<file path="config.mk">
export PLATFORM = sky130hd
export DESIGN_NAME = pram24_lane
export DESIGN_NICKNAME = d
export VERILOG_FILES = /design/src/hw/rtl/pram24_pkg.sv /design/src/hw/rtl/pram24_lane.sv
export SDC_FILE = /design/constraint.sdc
export NUM_CORES = 1
export LEC_CHECK = 0
export ABC_CLOCK_PERIOD_IN_PS = 2300
export BUFFER_PORTS_ARGS = -buffer_cell sky130_fd_sc_hd__buf_2
export CAP_MARGIN = 10
export CORE_MARGIN = 8
export CORE_UTILIZATION = 40
export DETAILED_ROUTE_END_ITERATION = 8
export MAX_ROUTING_LAYER = met4
export PLACE_DENSITY_LB_ADDON = 0.1
export SLEW_MARGIN = 20
export SYNTH_ARGS = -nofsm -noshare
export SYNTH_HDL_FRONTEND = slang
export SYNTH_SLANG_ARGS = --single-unit
</file>
<file path="constraint.sdc">
create_clock -name vclk -period 2.3
set_clock_uncertainty 0.05 [all_clocks]
set_input_delay 0.345 -clock vclk [all_inputs]
set_output_delay 0.345 -clock vclk [all_outputs]
set_load 0.01 [all_outputs]
</file>
<file path="src/hw/rtl/pram24_pkg.sv">
// ----------------------------------------------------------------------------
// Polygon RAM package
// Shared constants, access codes and item types for the 24-bit polygon RAM.
// ----------------------------------------------------------------------------
package pram24_pkg;

    localparam int unsigned RAM_WORDS_DEF = 32768;
    localparam int unsigned DATA_W        = 24;

    localparam logic [31:0] WIN_BASE = 32'h7000_0000;
    localparam logic [31:0] TOP_ONES = 32'hFF00_0000;

    localparam logic CMD_READ  = 1'b0;
    localparam logic CMD_WRITE = 1'b1;

    localparam logic [1:0] SIZE_BYTE = 2'd0;
    localparam logic [1:0] SIZE_HALF = 2'd1;
    localparam logic [1:0] SIZE_WORD = 2'd2;

    typedef struct packed {
        logic        command;
        logic [31:0] address;
        logic [1:0]  access_size;
        logic [31:0] write_data;
    } access_t;

    typedef struct packed {
        logic        hit;
        logic [31:0] read_data;
    } result_t;

    typedef struct packed {
        logic       command;
        logic [1:0] lane;
        logic [1:0] access_size;
    } lane_ctrl_t;

endpackage

</file>
<file path="src/hw/rtl/pram24_lane.sv">
// ----------------------------------------------------------------------------
// Polygon RAM lane unit
// Selects the read lane and merges the write lane of one stored word.
// ----------------------------------------------------------------------------
module pram24_lane
(
    input  pram24_pkg::lane_ctrl_t          ctrl,
    input  logic [pram24_pkg::DATA_W-1:0]   stored,
    input  logic [31:0]                     wdata,
    output logic [pram24_pkg::DATA_W-1:0]   merged,
    output logic [31:0]                     rdata
);

    logic [31:0] word;
    logic [31:0] full;
    logic [31:0] rd;
    logic [31:0] mg;

    always_comb
    begin
        word = {{8{stored[pram24_pkg::DATA_W-1]}}, stored};
        full = pram24_pkg::TOP_ONES | {8'h00, stored};
        rd   = 32'h0;
        mg   = word;
        case (ctrl.access_size)
            pram24_pkg::SIZE_WORD:
            begin
                rd = full;
                mg = wdata;
            end
            pram24_pkg::SIZE_HALF:
            begin
                if (ctrl.lane[1])
                begin
                    rd = {16'h0, full[15:0]};
                    mg = {word[31:16], wdata[15:0]};
                end
                else
                begin
                    rd = {16'h0, full[31:16]};
                    mg = {wdata[15:0], word[15:0]};
                end
            end
            default:
            begin
                case (ctrl.lane)
                    2'd0:
                    begin
                        rd = {24'h0, full[31:24]};
                        mg = {wdata[7:0], word[23:0]};
                    end
                    2'd1:
                    begin
                        rd = {24'h0, full[23:16]};
                        mg = {word[31:24], wdata[7:0], word[15:0]};
                    end
                    2'd2:
                    begin
                        rd = {24'h0, full[15:8]};
                        mg = {word[31:16], wdata[7:0], word[7:0]};
                    end
                    default:
                    begin
                        rd = {24'h0, full[7:0]};
                        mg = {word[31:8], wdata[7:0]};
                    end
                endcase
            end
        endcase
        merged = mg[pram24_pkg::DATA_W-1:0];
        rdata  = (ctrl.command == pram24_pkg::CMD_READ) ? rd : 32'h0;
    end

endmodule

</file>
==> results.toml <==
[outcome]
status = "completed"

[detailed_routing]
drtIter0Drc = 104
viasPerCell = 5.57
wirelength_um = 6070
drc = 0
ant_nets = 0
dr.pass1.iters = 4
route.vias.total = 2012
wl_per_cell_um = 16.8

[layout]
layout.nets = 378
syn2layout_area_growth_pct = 35.1
utilization_pct = 55.8
final_layout_size_suffix_gt1_share_pct = 50.8
area.sequential_um2 = 0
n_clock_buffer = 0
flops_and_latches = 0
antenna_cells = 0

[yosys]
synth_top_family_by_area = "compound AO/OA/AOI/OAI gates"
synth-seq-area-share_pct = 0
synth-simple-area-share_pct = 32.7
syn_area_mm2 = 0.00151
synth_adder_area_share_pct = 1.66
synthXorXnorAreaFrac_pct = 0
synthDistinctLibCells = 29
syn_nets = 286
avgSynthCellArea_um2 = 6.78
yosys_warnings = 0
syn_inst = 223
synthMuxAreaShare_pct = 14.9
synth_compound_area_share_pct = 36.8

[sta]
maxSlewViolCount = 0
finalCriticalPeriod_ns = 2.17
rsz0062_at_grt = "false"
relSlewSlack_pct = 59.0
hold_viol_final = 0
fmax_mhz = 462
setup_viol = 0
worst_pin_slew_ns = 0.613
fin_crit_sh_pct = 94.2

[floorplan]
start_util_pct = 41.3
die_width_um = 77.5
dieArea_mm2 = 0.00600
coreArea_mm2 = 0.00366
dieHeight_um = 77.5
top_level_ports = 117
fp-row-count = 22

[global_routing]
grt_max_degree = 33
groute.usage.overall_pct = 19.1
antenna_found_initial = 0
overflow = 0
grt_pass1_vias = 2035
grt_pass1_wl_um = 9840

[critical_path]
cp.arrival_ns = 1.77
end_kind = "primary output"
crit_type = "in2out"
required_ns = 1.90
start_kind = "input port"
path_max_fanout = 9

[clocking]
ctsHoldBuffers = 0

[power]
finalPower_mw = 0.538
p_per_area_mw_per_mm2 = 263
p_leak_nw = 1.07
vdd_drop_max_v = 0.000121

[placed_design]
numPortBuffers = 109
gp_congestion = 0.825
dp_hpwl_um = 4730

[job]
cap_violations = 0

[min_path]
hold_path.class = "in2out"
min_path_cells = 3
area by class of cell:
type	instances	area [µm²]
multi-input cells	187	1320
fillers	415	1620
inverters	4	15.0
repair buffers	122	643
well taps	48	60.1
worst max-delay path, cell delays in order:
cell,delay (ns)
buf_2,0.09
inv_1,0.04
ha_1,0.31
buf_4,0.15
or2_4,0.29
a221oi_2,0.30
nor3_1,0.08
buf_2,0.15
per-layer routing:
metal | vias up | global-route usage (%) | part of all wire, %
li1 | 995 | - | -
met1 | 919 | 24.9 | 48
met2 | 96 | 31.2 | 44
met3 | 2 | 3.57 | 8.3
met4 | 0 | 0.755 | 0.46
met5 | - | - | 0
cell usage in the layout, fill, tap and decap left out, drive strengths merged:
cell type,count
a31oi,15
nand3,1
a22oi,1
and2,10
buf,122
or2,2
nor3,9
nor2,23
inv,4
nand3b,2
and2b,1
a221oi,31
a21oi,1
ha,2
a21o,1
nor2b,6
nand2,56
mux2,15
a32oi,8
nand2b,2
o211ai,1
per-stage QoR:
| step | setup TNS, ns | instance area (µm²) | std cells | setup WS, ns | hold slack (ns) |
|---|---|---|---|---|---|
| detailed placement | -1.74 | 2010 | 360 | -0.137 | 0.979 |
| finish | 0 | 2040 | 361 | 0.134 | 0.973 |
| global placement | -1.74 | 2010 | 360 | -0.141 | 0.978 |
| CTS | 0 | 2020 | 360 | 0.0142 | 0.979 |
| floorplan | 0 | 1510 | 223 | 0.357 | 0.757 |
| global route | 0 | 2040 | 361 | 0.00540 | 1.00 |
kinds of logic (layout without fill, tap and decap cells):
kind of cell	Yosys count	after routing
buffers and inverters	36	126
AO/OA/AOI/OAI	58	58
adder cells (fa/ha/maj)	2	2
AND/OR/NAND/NOR	112	112
multiplexers	15	15
final timing paths:
kind	startpoint	to	slack (ns)
min	stored[22]	rdata[22]	0.97
max	ctrl[0]	rdata[3]	0.13
synth_stat cells:
| library cell | count | area share (%) |
|---|---|---|
| or2_1 | 1 | 0.41 |
| buf_6 | 4 | 3.0 |
| o211ai_1 | 1 | 0.50 |
| nand2b_1 | 2 | 0.83 |
| a221oi_1 | 16 | 9.3 |
| a32oi_1 | 8 | 4.6 |
| clkbuf_2 | 1 | 0.33 |
| mux2_4 | 15 | 15 |
| nand3b_1 | 2 | 0.99 |
| nor2_1 | 23 | 5.7 |
| buf_4 | 9 | 4.5 |
| nor2b_1 | 6 | 2.5 |
| a21oi_1 | 1 | 0.33 |
| a21o_1 | 1 | 0.50 |
| ha_1 | 2 | 1.7 |
| buf_2 | 8 | 2.6 |
| and2b_1 | 1 | 0.50 |
| a31oi_1 | 15 | 6.2 |
| inv_1 | 4 | 0.99 |
| nand3_1 | 1 | 0.33 |
| a221oi_2 | 15 | 15 |
| nor3_1 | 9 | 3.0 |
| clkbuf_1 | 9 | 2.2 |
| or2_2 | 1 | 0.41 |
| and2_0 | 1 | 0.41 |
| buf_1 | 1 | 0.25 |
| nand2_1 | 56 | 14 |
| a22oi_1 | 1 | 0.50 |
| and2_1 | 9 | 3.7 |
power by group:
group / leakage (nW) / total, mW / internal (mW) / switching [mW]
Clock: 0 / 0 / 0 / 0
Sequential: 0 / 0 / 0 / 0
Combinational: 1.07 / 0.538 / 0.239 / 0.299
Total: 1.07 / 0.538 / 0.239 / 0.299
what timing repair did:
action                                  in CTS  in global routing
buffers inserted                             0                  1
gates resized for setup                      2                  5
hold endpoints to repair                     0                  0
endpoints found under the setup margin      21                 10
Power figures use the tool's default switching activity.
